===== src/hw/rtl/baro_temp_pressure_compensation_top_macros.svh =====
// assertion macros for the compensation block
`ifndef BARO_TEMP_PRESSURE_COMPENSATION_TOP_MACROS_SVH
`define BARO_TEMP_PRESSURE_COMPENSATION_TOP_MACROS_SVH

`ifndef NO_ASSERTIONS
`define BTPC_ASSERT(lbl, prop) \
  lbl: assert property (@(posedge clk_i) disable iff (!rst_ni) prop) \
    else $error("btpc assertion failed");
`define BTPC_ASSERT_RST(lbl, prop) \
  lbl: assert property (@(posedge clk_i) prop) \
    else $error("btpc assertion failed");
`else
`define BTPC_ASSERT(lbl, prop)
`define BTPC_ASSERT_RST(lbl, prop)
`endif

`endif


===== src/hw/rtl/btpc_pkg.sv =====
package btpc_pkg;

  localparam int unsigned NumCfg       = 5;
  localparam int unsigned CfgIdxW      = 3;
  localparam int unsigned CfgW         = 32;
  localparam int unsigned FifoDepthDef = 4;

  localparam int TOffset = 4000;
  localparam int B4Bias  = 32768;
  localparam int B7Scale = 50000;
  localparam int PC1     = 3038;
  localparam int PC2     = 7357;
  localparam int PC3     = 3791;
  localparam int PMax    = 262143;
  localparam int TMax    = 32767;
  localparam int TMin    = -32768;

  typedef enum logic [CfgIdxW-1:0] {
    CFG_AC1_AC2 = 3'd0,
    CFG_AC3_AC4 = 3'd1,
    CFG_AC5_AC6 = 3'd2,
    CFG_B1_B2   = 3'd3,
    CFG_MC_MD   = 3'd4
  } cfg_idx_e;

  typedef struct packed {
    logic [15:0] raw_temperature;
    logic [15:0] raw_pressure;
  } item_t;

  typedef struct packed {
    logic signed [15:0] temperature_tenths;
    logic [17:0]        pressure_pa;
    logic               divide_error;
  } result_t;

  typedef struct packed {
    logic signed [15:0] ac1;
    logic signed [15:0] ac2;
    logic signed [15:0] ac3;
    logic [15:0]        ac4;
    logic [15:0]        ac5;
    logic [15:0]        ac6;
    logic signed [15:0] b1;
    logic signed [15:0] b2;
    logic signed [15:0] mc;
    logic signed [15:0] md;
  } cal_t;

  typedef struct packed {
    logic signed [17:0] x1;
    logic signed [18:0] den;
    logic [15:0]        up;
    logic               zero_div;
  } job_t;

  typedef struct packed {
    logic valid;
    job_t job;
  } job_word_t;

endpackage


===== src/hw/rtl/btpc_fifo.sv =====
`include "baro_temp_pressure_compensation_top_macros.svh"

module btpc_fifo #(
  parameter int unsigned DEPTH = btpc_pkg::FifoDepthDef
) (
  input  logic                clk_i,
  input  logic                rst_ni,
  input  btpc_pkg::job_word_t push_i,
  output btpc_pkg::job_word_t pop_o,
  output logic                busy_o
);

  localparam int unsigned PtrW      = $clog2(DEPTH);
  localparam int unsigned CntW      = $clog2(DEPTH + 1);
  localparam int unsigned BusyLevel = DEPTH - 2;

  btpc_pkg::job_t    mem_q [DEPTH];
  logic [PtrW-1:0]   wr_ptr_q, wr_ptr_d;
  logic [PtrW-1:0]   rd_ptr_q, rd_ptr_d;
  logic [CntW-1:0]   count_q, count_d;
  logic              pop;

  assign pop = (count_q != '0);

  always_comb begin
    wr_ptr_d = wr_ptr_q;
    rd_ptr_d = rd_ptr_q;
    count_d  = count_q;
    if (push_i.valid) begin
      wr_ptr_d = (wr_ptr_q == PtrW'(DEPTH - 1)) ? '0 : wr_ptr_q + PtrW'(1);
    end
    if (pop) begin
      rd_ptr_d = (rd_ptr_q == PtrW'(DEPTH - 1)) ? '0 : rd_ptr_q + PtrW'(1);
    end
    if (push_i.valid && !pop) begin
      count_d = count_q + CntW'(1);
    end else if (!push_i.valid && pop) begin
      count_d = count_q - CntW'(1);
    end
  end

  always_ff @(posedge clk_i or negedge rst_ni) begin
    if (!rst_ni) begin
      wr_ptr_q <= '0;
      rd_ptr_q <= '0;
      count_q  <= '0;
    end else begin
      wr_ptr_q <= wr_ptr_d;
      rd_ptr_q <= rd_ptr_d;
      count_q  <= count_d;
    end
  end

  always_ff @(posedge clk_i) begin
    if (push_i.valid) begin
      mem_q[wr_ptr_q] <= push_i.job;
    end
  end

  assign pop_o.valid = pop;
  assign pop_o.job   = mem_q[rd_ptr_q];
  assign busy_o      = (count_q >= CntW'(BusyLevel));

  `BTPC_ASSERT(a_no_overflow, push_i.valid |-> (count_q != CntW'(DEPTH)))
  `BTPC_ASSERT(a_push_seen, (count_q == '0 && push_i.valid) |=> pop_o.valid)
  `BTPC_ASSERT(a_busy_by_push, $rose(busy_o) |-> $past(push_i.valid))

endmodule


===== config.mk =====
export PLATFORM = sky130hd
export DESIGN_NAME = btpc_fifo
export DESIGN_NICKNAME = d
export VERILOG_FILES = /design/src/hw/rtl/btpc_pkg.sv /design/src/hw/rtl/btpc_fifo.sv
export VERILOG_INCLUDE_DIRS = /design/src /design/src/hw/rtl
export SDC_FILE = /design/constraint.sdc
export NUM_CORES = 1
export LEC_CHECK = 0
export ABC_CLOCK_PERIOD_IN_PS = 2400
export BUFFER_PORTS_ARGS = -buffer_cell sky130_fd_sc_hd__buf_2
export CAP_MARGIN = 20
export CORE_UTILIZATION = 51
export DETAILED_ROUTE_END_ITERATION = 16
export GPL_TIMING_DRIVEN = 0
export MAX_ROUTING_LAYER = met4
export PLACE_DENSITY_LB_ADDON = 0.08
export SKIP_LAST_GASP = 1
export SYNTH_ARGS = -nofsm -noshare
export SYNTH_HDL_FRONTEND = slang
export SYNTH_SLANG_ARGS = --single-unit

===== constraint.sdc =====
create_clock -name clk_i -period 2.4 [get_ports clk_i]
set_input_delay 0.12 -clock clk_i [delete_from_list [all_inputs] [get_ports clk_i]]
set_output_delay 0.12 -clock clk_i [all_outputs]
set_load 0.02 [all_outputs]

==> results_dict.tcl <==
set metrics [dict create \
    status "completed" \
    synth_top_cell_area_share_pct 79.0 \
    ys_warn_count 0 \
    routed_wl_um 14000 \
    hpwlAfterDp_um 7710 \
    drt-pass1-iter-count 4 \
    syn_area_um2 8210 \
    cts_max_path_buffers 3 \
    hold_violations 0 \
    start_util_pct 51.9 \
    synthesis.nets 384 \
    clkTransAtPathRegs_ps 60 \
    syn_area_per_cell_um2 25.6 \
    antenna_left 0 \
    pwr_density_cell_nw_per_um2 1200 \
    antenna_found_initial 0 \
    via_per_inst 5.17 \
    tightest_slew_ps 894 \
    n_antenna_cell 0 \
    cts_buffers 22 \
    power_mw 12.4 \
    max_freq_mhz 472 \
    numClockSinks 223 \
    skew_ps 4.70 \
    postCtsSetupRepairBufs 0 \
    grt_overflow 0 \
    drive_gt1_share_pct 40.3 \
    worstSetupEndpointType "output port" \
    htreeDepth 1 \
    hold_path_class "in -> reg" \
    wl_per_cell_um 18.7 \
    grt_first_pass_wirelength_um 21700 \
    core_um2 15800 \
    die_height_um 129 \
    cts_root_buf "clkbuf_16" \
    crit_path_start_kind "flip-flop" \
    fp-row-count 46 \
    rsz0062_at_grt "false" \
    synth_area_leaders "edfxtp_1 (79%), mux4_2 (15%), dfrtp_1 (2.1%)" \
    ir_worst_vdd_uv 751 \
    synth.yosys.seq_area_share_pct 81.1 \
    fin_crit_sh_pct 88.2 \
    first_global_vias 4108 \
    gp_congestion 0.682 \
    port_buffers 112 \
    cap_violations 0 \
    worstPathArrival_ps 2000 \
    report.final.slew_viol_count 0 \
    setup_viol 0 \
    crit_type "reg -> out" \
    cp.required_ps 2280 \
    drc 0 \
    vias 3849 \
    track_usage_pct 18.2 \
    hold_slack_ps 384 \
    cp_max_fo 10 \
    final_nets 577 \
    grt_max_degree 55 \
    cts_tree "built" \
    leakage_nw 3.61 \
    clk-insertion-delay-late_ps 480 \
    drt-initial-drc-count 247 \
    period_needed_ps 2120 \
    die_w_um 129 \
    area_growth_pct 25.9 \
    fp.dieArea_um2 16600 \
    synthCells 321 \
    slew_headroom_pct 40.4 \
    yosysTopAreaCell "edfxtp_1" \
    ys_seq_elements 223 \
    ys_types 21 \
    ios 113 \
]
[power by group]
group | total (mW) | internal (mW) | leakage [nW] | switching (mW)
logic | 3.87 | 1.65 | 1.20 | 2.22
registers | 5.17 | 5.01 | 2.07 | 0.165
clock network | 3.35 | 2.07 | 0.346 | 1.29
total | 12.4 | 8.73 | 3.61 | 3.67
[path summary, 6_finish.rpt]
check / from / end / slack [ps] / depth (start not counted)
max: rd_ptr_q[0] / pop_o[31] / 280 / 4
min in group asynchronous: rst_ni / wr_ptr_q[0] / 600 / 3
min: push_i[46] / mem_q[1][46] / 380 / 2
max reg2reg: wr_ptr_q[0] / mem_q[2][19] / 550 / 3
max in group asynchronous: rst_ni / count_q[1] / 1550 / 3
min reg2reg: count_q[2] / count_q[2] / 520 / 1
[metrics by stage]
stage / instance area [um^2] / worst slack (ps) / utilization (%) / cells / TNS (ps)
final: 10300 / 282 / 65.3 / 745 / 0
after global routing: 10300 / 173 / 65.3 / 745 / 0
after CTS: 10300 / 227 / 65.3 / 745 / 0
after detailed placement: 9050 / 566 / 57.2 / 649 / 0
after global placement: 9040 / -1030 / 57.1 / 649 / -209920
after floorplan: 8210 / 79.4 / - / 321 / 0
[state kept, by name, indices dropped and copies added, names as in the netlist]
| register | flops |
|---|---|
| rd_ptr_q | 2 |
| wr_ptr_q | 2 |
| count_q | 3 |
| mem_q | 216 |
[kinds of logic (layout without fill, tap and decap cells)]
logic type               after synthesis  in the layout  synth area share [%]
flip-flops                           223            223                  81.1
multiplexers                          55             55                  14.9
buffers and inverters                 17            225                  1.42
AND/OR/NAND/NOR                       11             11                 0.792
adder cells (fa/ha/maj)                6              6                 0.914
AO/OA/AOI/OAI                          5              5                 0.366
XOR/XNOR                               4              4                 0.427
[critical path, stage by stage, from the launching register on]
cell     delay [ps]
dfrtp_1         380
buf_6           200
buf_6           210
mux4_2          530
buf_2           180
[placed cells by master (no fill, tap or decap), drive strengths merged, types with 2 or more instances in the layout]
| master | netlist | layout |
|---|---|---|
| nor3 | 2 | 2 |
| a21o | 2 | 2 |
| xor2 | 2 | 2 |
| dfrtp | 7 | 7 |
| xnor2 | 2 | 2 |
| edfxtp | 216 | 216 |
| dlygate4sd3 | 0 | 57 |
| clkbuf | 0 | 29 |
| mux4 | 54 | 54 |
| o21ai | 3 | 3 |
| inv | 4 | 4 |
| bufinv | 0 | 3 |
| clkinv | 0 | 7 |
| ha | 6 | 6 |
| and2 | 4 | 4 |
| buf | 13 | 125 |
[routing by layer]
metal	up-vias	GRT usage, %	share of wire (%)
met2	98	31.1	53
met3	18	3.45	4.7
met4	0	5.67	1.6
met1	1978	22.2	41
li1	1755	-	-
met5	-	-	0
[what timing repair did]
item,4_1_cts,5_1_grt
resized for setup,0,0
hold buffers,57,0
endpoints found under the hold margin,225,0
[synth_stat cells]
library cell / n
inv_1: 4
nor3_1: 1
xor2_1: 2
xnor2_1: 2
or3_1: 1
or2_2: 1
ha_1: 6
nor3_2: 1
a21o_1: 2
nand2_1: 1
nand3_1: 1
mux4_2: 54
buf_6: 5
edfxtp_1: 216
mux2_2: 1
buf_4: 2
nor2_1: 1
dfrtp_1: 7
and2_1: 4
o21ai_0: 3
buf_2: 6
[cell type report]
cell class	count	area (um^2)
clock inverter	10	118
inverter	4	15.0
sequential	223	6660
multi-input combinational	81	1440
tap	216	270
clock buffer	29	598
timing repair buffer	169	1130
buffer	13	101
fill	1081	5490
No activity file was read; power rests on OpenSTA's default activity.
