### src/hw/rtl/baro_temp_pressure_compensation_top_macros.svh
// assertion macros for the compensation block
`ifndef BARO_TEMP_PRESSURE_COMPENSATION_TOP_MACROS_SVH
`define BARO_TEMP_PRESSURE_COMPENSATION_TOP_MACROS_SVH

`ifndef NO_ASSERTIONS
`define BTPC_ASSERT(lbl, prop) \
  lbl: assert property (@(posedge clk_i) disable iff (!rst_ni) prop) \
    else $error("btpc assertion failed");
`define BTPC_ASSERT_RST(lbl, prop) \
  lbl: assert property (@(posedge clk_i) prop) \
    else $error("btpc assertion failed");
`else
`define BTPC_ASSERT(lbl, prop)
`define BTPC_ASSERT_RST(lbl, prop)
`endif

`endif

### src/hw/rtl/btpc_pkg.sv
package btpc_pkg;

  localparam int unsigned NumCfg       = 5;
  localparam int unsigned CfgIdxW      = 3;
  localparam int unsigned CfgW         = 32;
  localparam int unsigned FifoDepthDef = 4;

  localparam int TOffset = 4000;
  localparam int B4Bias  = 32768;
  localparam int B7Scale = 50000;
  localparam int PC1     = 3038;
  localparam int PC2     = 7357;
  localparam int PC3     = 3791;
  localparam int PMax    = 262143;
  localparam int TMax    = 32767;
  localparam int TMin    = -32768;

  typedef enum logic [CfgIdxW-1:0] {
    CFG_AC1_AC2 = 3'd0,
    CFG_AC3_AC4 = 3'd1,
    CFG_AC5_AC6 = 3'd2,
    CFG_B1_B2   = 3'd3,
    CFG_MC_MD   = 3'd4
  } cfg_idx_e;

  typedef struct packed {
    logic [15:0] raw_temperature;
    logic [15:0] raw_pressure;
  } item_t;

  typedef struct packed {
    logic signed [15:0] temperature_tenths;
    logic [17:0]        pressure_pa;
    logic               divide_error;
  } result_t;

  typedef struct packed {
    logic signed [15:0] ac1;
    logic signed [15:0] ac2;
    logic signed [15:0] ac3;
    logic [15:0]        ac4;
    logic [15:0]        ac5;
    logic [15:0]        ac6;
    logic signed [15:0] b1;
    logic signed [15:0] b2;
    logic signed [15:0] mc;
    logic signed [15:0] md;
  } cal_t;

  typedef struct packed {
    logic signed [17:0] x1;
    logic signed [18:0] den;
    logic [15:0]        up;
    logic               zero_div;
  } job_t;

  typedef struct packed {
    logic valid;
    job_t job;
  } job_word_t;

endpackage

### src/hw/rtl/btpc_front.sv
module btpc_front (
  input  logic              clk_i,
  input  logic              rst_ni,
  input  logic              accept_i,
  input  btpc_pkg::item_t   item_i,
  input  btpc_pkg::cal_t    cal_i,
  output btpc_pkg::job_word_t push_o
);

  logic                f1_vld_q;
  btpc_pkg::item_t     f1_item_q;
  logic                f2_vld_q;
  logic signed [33:0]  f2_prod_q;
  logic [15:0]         f2_up_q;

  logic signed [16:0]  diff;
  logic signed [33:0]  prod_d;
  logic signed [33:0]  prod_adj;
  logic signed [17:0]  x1;
  logic signed [18:0]  den;

  always_comb begin
    diff   = $signed({1'b0, f1_item_q.raw_temperature}) - $signed({1'b0, cal_i.ac6});
    prod_d = 34'(diff) * 34'($signed({1'b0, cal_i.ac5}));
  end

  always_ff @(posedge clk_i or negedge rst_ni) begin
    if (!rst_ni) begin
      f1_vld_q <= 1'b0;
      f2_vld_q <= 1'b0;
    end else begin
      f1_vld_q <= accept_i;
      f2_vld_q <= f1_vld_q;
    end
  end

  always_ff @(posedge clk_i) begin
    if (accept_i) begin
      f1_item_q <= item_i;
    end
    f2_prod_q <= prod_d;
    f2_up_q   <= f1_item_q.raw_pressure;
  end

  // truncate toward zero on the divide by 32768
  always_comb begin
    prod_adj = f2_prod_q + $signed({19'b0, {15{f2_prod_q[33]}}});
    x1       = prod_adj[32:15];
    den      = 19'(x1) + 19'(cal_i.md);
    push_o.valid        = f2_vld_q;
    push_o.job.x1       = x1;
    push_o.job.den      = den;
    push_o.job.up       = f2_up_q;
    push_o.job.zero_div = (den == '0);
  end

endmodule

### config.mk
export PLATFORM = sky130hd
export DESIGN_NAME = btpc_front
export DESIGN_NICKNAME = d
export VERILOG_FILES = /design/src/hw/rtl/baro_temp_pressure_compensation_top_macros.svh /design/src/hw/rtl/btpc_pkg.sv /design/src/hw/rtl/btpc_front.sv
export SDC_FILE = /design/constraint.sdc
export NUM_CORES = 1
export LEC_CHECK = 0
export ABC_AREA = 1
export BUFFER_PORTS_ARGS = -buffer_cell sky130_fd_sc_hd__buf_2
export CAP_MARGIN = 20
export CORE_MARGIN = 2
export CORE_UTILIZATION = 40
export CTS_BUF_LIST = sky130_fd_sc_hd__clkbuf_4 sky130_fd_sc_hd__clkbuf_8 sky130_fd_sc_hd__clkbuf_16
export DETAILED_ROUTE_END_ITERATION = 10
export GPL_TIMING_DRIVEN = 0
export SETUP_SLACK_MARGIN = 0.4
export SYNTH_ARGS = -nofsm -noshare
export SYNTH_HDL_FRONTEND = slang
export SYNTH_SLANG_ARGS = --single-unit
export TNS_END_PERCENT = 100
### constraint.sdc
create_clock -name clk_i -period 9.7 [get_ports clk_i]
set_input_delay 2.91 -clock clk_i [delete_from_list [all_inputs] [get_ports clk_i]]
set_output_delay 2.91 -clock clk_i [all_outputs]
set_load 0.01 [all_outputs]
==> results of run 1 <==
-- synth_stat cells (all sizes together) --
library cell,n,share of area [%]
o221ai,3,0.21
dfxtp,50,6.5
nand2,303,7.5
a22oi,1,0.049
xnor2,24,1.4
a221oi,2,0.23
or2,25,1.0
nand4,17,0.69
buf,6,0.37
edfxtp,32,6.2
dfrtp,2,0.32
o21ai,45,1.6
a31oi,3,0.12
clkinv,5,0.12
nor2,190,4.6
nor3,22,0.71
and2,1,0.041
o21bai,6,0.37
a21boi,4,0.22
nand3,63,2.4
fa,281,36
nor4,4,0.16
a211oi,1,0.049
ha,135,11
inv,489,12
xor2,35,2.1
a21o,6,0.29
a311oi,1,0.057
clkbuf,19,0.46
o21a,2,0.097
o211ai,1,0.049
a21oi,82,2.7
-- registers in the layout, indices dropped and copies added (netlist names) --
signal and cells:
f2_vld_q 1, f2_up_q 16, f1_item_q 32, f2_prod_q 34, f1_vld_q 1
-- per-layer routing --
layer / wire [um] / global-route usage, % / up-vias
li1: - / - / 5964
met1: 17000 / 26.4 / 6245
met2: 19400 / 36.1 / 384
met3: 2540 / 3.79 / 82
met4: 1480 / 7.70 / 0
met5: 0 / 0 / -
-- kinds of logic (layout without fill, tap and decap cells) --
| kind of cell | count (synthesis) | in the layout | share of synthesized area [%] |
|---|---|---|---|
| flops | 84 | 84 | 13.0 |
| other cells | 0 | 2 | 0 |
| buf+inv | 519 | 717 | 12.9 |
| fa+ha+maj | 416 | 416 | 47.4 |
| xor+xnor | 59 | 59 | 3.50 |
| compound gates | 157 | 157 | 6.03 |
| simple gates | 625 | 625 | 17.1 |
-- worst max-delay path by stage --
stage                     slack (ns)  cells past startpoint  startpoint            end
after CTS                       0.40                     35   cal_i[66]  f2_prod_q[33]
after global placement         -0.70                     29   cal_i[64]  f2_prod_q[28]
after global routing            0.20                     36   cal_i[64]  f2_prod_q[33]
after floorplan                 0.43                     30   cal_i[64]  f2_prod_q[30]
final                           0.44                     36   cal_i[64]  f2_prod_q[33]
after detailed placement       -0.73                     29   cal_i[64]  f2_prod_q[28]
-- what timing repair did --
| action | 4_1_cts | 5_1_grt |
|---|---|---|
| setup buffers | 21 | 28 |
| gates resized for setup | 66 | 129 |
| endpoints found under the setup margin | 16 | 18 |
| pin swaps | 35 | 104 |
-- layout make-up --
type | count | area share [%]
Inverter | 494 | 10.3
Sequential cell | 84 | 11.0
Multi-Input combinational cell | 1257 | 66.8
Clock inverter | 6 | 0.529
Buffer | 25 | 0.769
Clock buffer | 10 | 1.28
Tap cell | 511 | 3.51
Antenna cell | 2 | 0.0275
Timing Repair Buffer | 182 | 5.75
-- stage by stage --
stage / instances / worst slack (ns) / hold slack (ns) / area [um^2] / util [%]
after global routing: 2570 / 0.201 / 0.346 / 18200 / 48.2
after CTS: 2541 / 0.395 / 0.341 / 17500 / 46.3
after global placement: 2504 / -0.701 / 0.324 / 16700 / 44.2
after floorplan: 1860 / 0.428 / 0.323 / 15400 / -
final: 2571 / 0.440 / 0.337 / 18200 / 48.2
after detailed placement: 2504 / -0.733 / 0.327 / 16700 / 44.2
-- worst reg2reg max path: cells and delay by family, from the launching register on --
family                   cells  cell delay (ns)
adder cells (fa/ha/maj)      9             3.93
AND/OR/NAND/NOR             12             1.10
flip-flops                   1             0.33
buffers and inverters        8             0.56
AO/OA/AOI/OAI                7             1.07
==> key figures, run 1 <==
Status
  – Status: finished clean

Synthesis
  – Total number of yosys warnings: 0
  – Post-Syn Instances: 1860
  – Synth Area per Inst: 8.29 um^2
  – Post-synthesis sequential area ratio: 13.0%
  – Synthesized flop and latch total: 84
  – Syn Nets: 2471
  – Mapped cell area: 15400 um^2
  – Unique masters post-synth: 48

Finish
  – Syn-to-layout area delta: 18.2%
  – FILL cells: 3749
  – Multi-input gate area: 12200 um^2
  – Commonest non-fill, non-tap cells in the layout: inv_1, nand2_1, fa_1
  – Final nets: 2664
  – Layout cell share with drive strength beyond 1: 19.2%
  – Storage cell area: 2010 um^2
  – Commonest non-fill, non-tap cell in the layout: inv_1

GRT
  – Total Routing Usage GR: 21.0%
  – Grt total ovfl: 0
  – Initial antenna violation count: 2
  – Largest net degree at the start of global routing: 34
  – First-pass GRT wire length: 66900 um
  – Number of global-route vias before repair: 13.5k

Routing
  – Drt initial violations: 646
  – Vias: 12.7k
  – Drt wl/cell: 15.7 um
  – WL final: 40400 um
  – Residual DRC: 0
  – Via density per instance: 4.93
  – Antenna Nets Post-Route: 0
  – TritonRoute pass-1 iters: 5

Hold path
  – Worst Hold Depth: 0
  – Hold endpoint: f2_up_q[1]
  – Hold/Removal Path Class: register to register
  – Worst min-delay path startpoint: f1_item_q[1]

Worst setup path
  – Buffers & Inverters on Critical Path: 8
  – Reg2Reg Depth: 36
  – Worst R2R End: f2_prod_q[33]
  – Slowest-stage cell, CP: fa_1
  – CP Data Arrival Time: 9.55 ns
  – Most frequent CP cell: fa_1
  – Worst setup EP type: register
  – Critical Setup Path Class: input port to register
  – Critical Path RT: 9.99 ns
  – Critical R2R Launch: f1_item_q[16]
  – CP max stage delay: 0.57 ns
  – R2R Setup Slk: 2.67 ns
  – Nature of the critical path startpoint: input port
  – Crit-path leading delay family: adder cells
  – CP max FO: 5

CTS
  – Clk_lat worst skew: 0.37 ns
  – CTS Buffer Depth: 2
  – H-Tree Depth: 3
  – CTS Buf Count: 9
  – Hold_buf cts: 0
  – CTS tree: built
  – Num Clock Sinks: 84
  – Reg clk slew, reported paths: 0.06 ns
  – Clock Tree Root: clkbuf_16

STA
  – Hold Violations, Final: 0
  – Final setup violation count: 0
  – Crit path time final: 9.26 ns
  – Total negative slack: 0 ns
  – Max-slew violations: 0
  – Highest clock rate: 0.108 GHz
  – Period Utilization, post-route: 95.5%
  – Slew headroom: 28.1%
  – Clk_skew: 0.0101 ns
  – Slew of the pin with the lowest slew margin: 1.07 ns
  – RSZ-0062 raised after global routing: yes

Placement
  – Routability cong.: 0.912
  – Port Buf Inserts: 133
  – Hpwl dp: 33900 um

Floorplanning
  – Ports: 250
  – Core area: 37800 um^2
  – Die Y: 200 um
  – Die Area: 40100 um^2
  – Initial Util: 40.7%
  – Row cnt: 71
  – Die width: 200 um

Job
  – Max-Cap Viols: 0
Power of run 1 is left out: the tool's default activity adds up to more than one toggle a clock period on the data nets, which glitch-free logic cannot reach.
==> run 2: changes to the inputs <==
==> constraint.sdc (replaced) <==
create_clock -name clk_i -period 9.7 [get_ports clk_i]
set_input_delay 1.94 -clock clk_i [delete_from_list [all_inputs] [get_ports clk_i]]
set_output_delay 1.94 -clock clk_i [all_outputs]
set_load 0.01 [all_outputs]
==> run 2 against run 1 <==
  * Count of clock-buffer cells in the layout is the same
  * Register-to-register slack lost 0.52 ns
  * Setup slack gained 0.40 ns
  * Sequential cell count is the same
  * Die area is the same
  * Via count shrank 2.7%
  * Utilization shrank 3.0 points
  * Hold slack is essentially flat
  * Critical endpoint unchanged
==> key figures, run 2 (synthesis gave the netlist of run 1 again) <==
CTS
  – Num Clock Sinks: 84 (unchanged)
  – Hold_buf cts: 0 (unchanged)
  – Clock Tree Root: clkbuf_16
  – Clk_lat worst skew: 0.37 ns (about the same)
  – CTS Buffer Depth: 2 (unchanged)
  – Reg clk slew, reported paths: 0.06 ns (about the same)
  – CTS Buf Count: 9 (unchanged)
  – H-Tree Depth: 3 (unchanged)
  – CTS tree: built

Placement
  – Post-place setup slack: 0.237 ns (+0.970 ns)
  – Port Buf Inserts: 133 (unchanged)
  – Hpwl dp: 33900 um (unchanged)
  – Routability cong.: 0.912 (unchanged)

Worst setup path
  – Worst setup EP type: register
  – Crit-path leading delay family: adder cells
  – CP max FO: 9 (+4)
  – Critical R2R Launch: f1_item_q[16]
  – CP max stage delay: 0.55 ns (-0.02 ns)
  – Buffers & Inverters on Critical Path: 6 (-2)
  – CP Data Arrival Time: 9.14 ns (-0.41 ns)
  – Slowest-stage cell, CP: fa_1
  – R2R Setup Slk: 2.15 ns (-0.52 ns)
  – Most frequent CP cell: fa_1
  – Critical Path RT: 9.98 ns (about the same)
  – Nature of the critical path startpoint: input port
  – Worst R2R End: f2_prod_q[33]
  – Reg2Reg Depth: 32 (-11%)
  – Critical Setup Path Class: input port to register

Hold path
  – Worst min-delay path startpoint: f1_item_q[1]
  – Hold/Removal Path Class: register to register
  – Worst Hold Depth: 0 (unchanged)
  – Hold endpoint: f2_up_q[1]

STA
  – Hold Violations, Final: 0 (unchanged)
  – Total negative slack: 0 ns (unchanged)
  – Crit path time final: 8.86 ns (-0.403 ns)
  – Max-slew violations: 0 (unchanged)
  – Period Utilization, post-route: 91.3% (-4.2 points)
  – Final setup violation count: 0 (unchanged)
  – Highest clock rate: 0.113 GHz (+4.6%)
  – RSZ-0062 raised after global routing: yes
  – Hold slack: 0.337 ns (+0.0000870 ns)
  – Worst setup margin: 0.843 ns (+0.403 ns)
  – Clk_skew: 0.00874 ns (-0.00132 ns)
  – Slew of the pin with the lowest slew margin: 1.07 ns (-0.00401 ns)
  – Slew headroom: 28.4% (+0.27 points)

Floorplanning
  – Core area: 37800 um^2 (unchanged)
  – Row cnt: 71 (unchanged)
  – Die width: 200 um (unchanged)
  – Die Y: 200 um (unchanged)
  – Die Area: 40100 um^2 (unchanged)
  – Ports: 250 (unchanged)
  – Initial Util: 40.7% (unchanged)

Finish
  – Biggest regs: f2_prod_q x34, f1_item_q x32, f2_up_q x16
  – Layout cell share with drive strength beyond 1: 10.8% (-8.4 points)
  – Commonest non-fill, non-tap cells in the layout: inv_1, nand2_1, fa_1
  – Final core occ: 45.2% (-3.0 points)
  – Syn-to-layout area delta: 10.8%
  – Commonest non-fill, non-tap cell in the layout: inv_1
  – Final nets: 2617 (-1.8%)
  – Max FFs per register: 34 (unchanged)
  – Top reg by flops: f2_prod_q

Routing
  – Antenna Nets Post-Route: 0 (unchanged)
  – WL final: 39100 um (-3.1%)
  – TritonRoute pass-1 iters: 5 (unchanged)
  – Drt initial violations: 592 (-8.4%)
  – Vias: 12.3k (-2.7%)
  – Via density per instance: 4.89 (-0.88%)
  – Residual DRC: 0 (unchanged)
  – Drt wl/cell: 15.5 um (-1.3%)

GRT
  – Largest net degree at the start of global routing: 34 (unchanged)
  – First-pass GRT wire length: 65800 um (-1.6%)
  – Grt total ovfl: 0 (unchanged)
  – Total Routing Usage GR: 20.7% (-0.30 points)
  – Initial antenna violation count: 2 (unchanged)
  – Number of global-route vias before repair: 13.3k (-1.7%)

Status
  – Status: finished clean

Job
  – Max-Cap Viols: 0 (unchanged)
run 2: cell count changes in the layout (fill, tap and decap cells not counted), sizes merged:
cell / previous run / this run
buf: 188 / 141
clkinvlp: 2 / 1
diode: 2 / 1
inv: 490 / 491
run 2: layout make-up:
cell class                      instances  area [um^2]
Clock buffer                           10          233
Multi-Input combinational cell       1257        11400
Inverter                              494         1860
Buffer                                 25          128
Fill cell                            3871        20800
Timing Repair Buffer                  135          681
Clock inverter                          6         96.3
Antenna cell                            1         2.50
Sequential cell                        84         2010
Tap cell                              511          639
run 2: per-layer routing:
layer / vias to the layer above / global-route usage, % / part of all wire [%] / routed length (um)
li1: 5858 / - / - / -
met1: 6035 / 26.0 / 42 / 16600
met2: 366 / 35.4 / 47 / 18500
met3: 70 / 4.12 / 6.7 / 2620
met4: 0 / 7.57 / 3.6 / 1390
met5: - / 0 / 0 / 0
run 2: repair_timing:
action	4_1_cts	5_1_grt
resized for setup	0	7
setup buffers	0	2
endpoints found under the setup margin	0	7
run 2: worst max-delay path by stage:
stage	cells after the start	slack [ns]	startpoint	end
after floorplan	30	1.40	cal_i[64]	f2_prod_q[30]
after global placement	29	0.27	cal_i[64]	f2_prod_q[28]
after detailed placement	29	0.24	cal_i[64]	f2_prod_q[28]
after CTS	29	0.61	cal_i[64]	f2_prod_q[28]
after global routing	29	0.38	cal_i[64]	f2_prod_q[28]
final	32	0.84	cal_i[64]	f2_prod_q[33]
run 2: metrics by stage:
stage	std cells	area, um^2
floorplan	1860	15400
global route	2523	17100
CTS	2520	17100
finish	2523	17100
detailed placement	2504	16700
global placement	2504	16700
Power of run 2 is left out for the same reason.
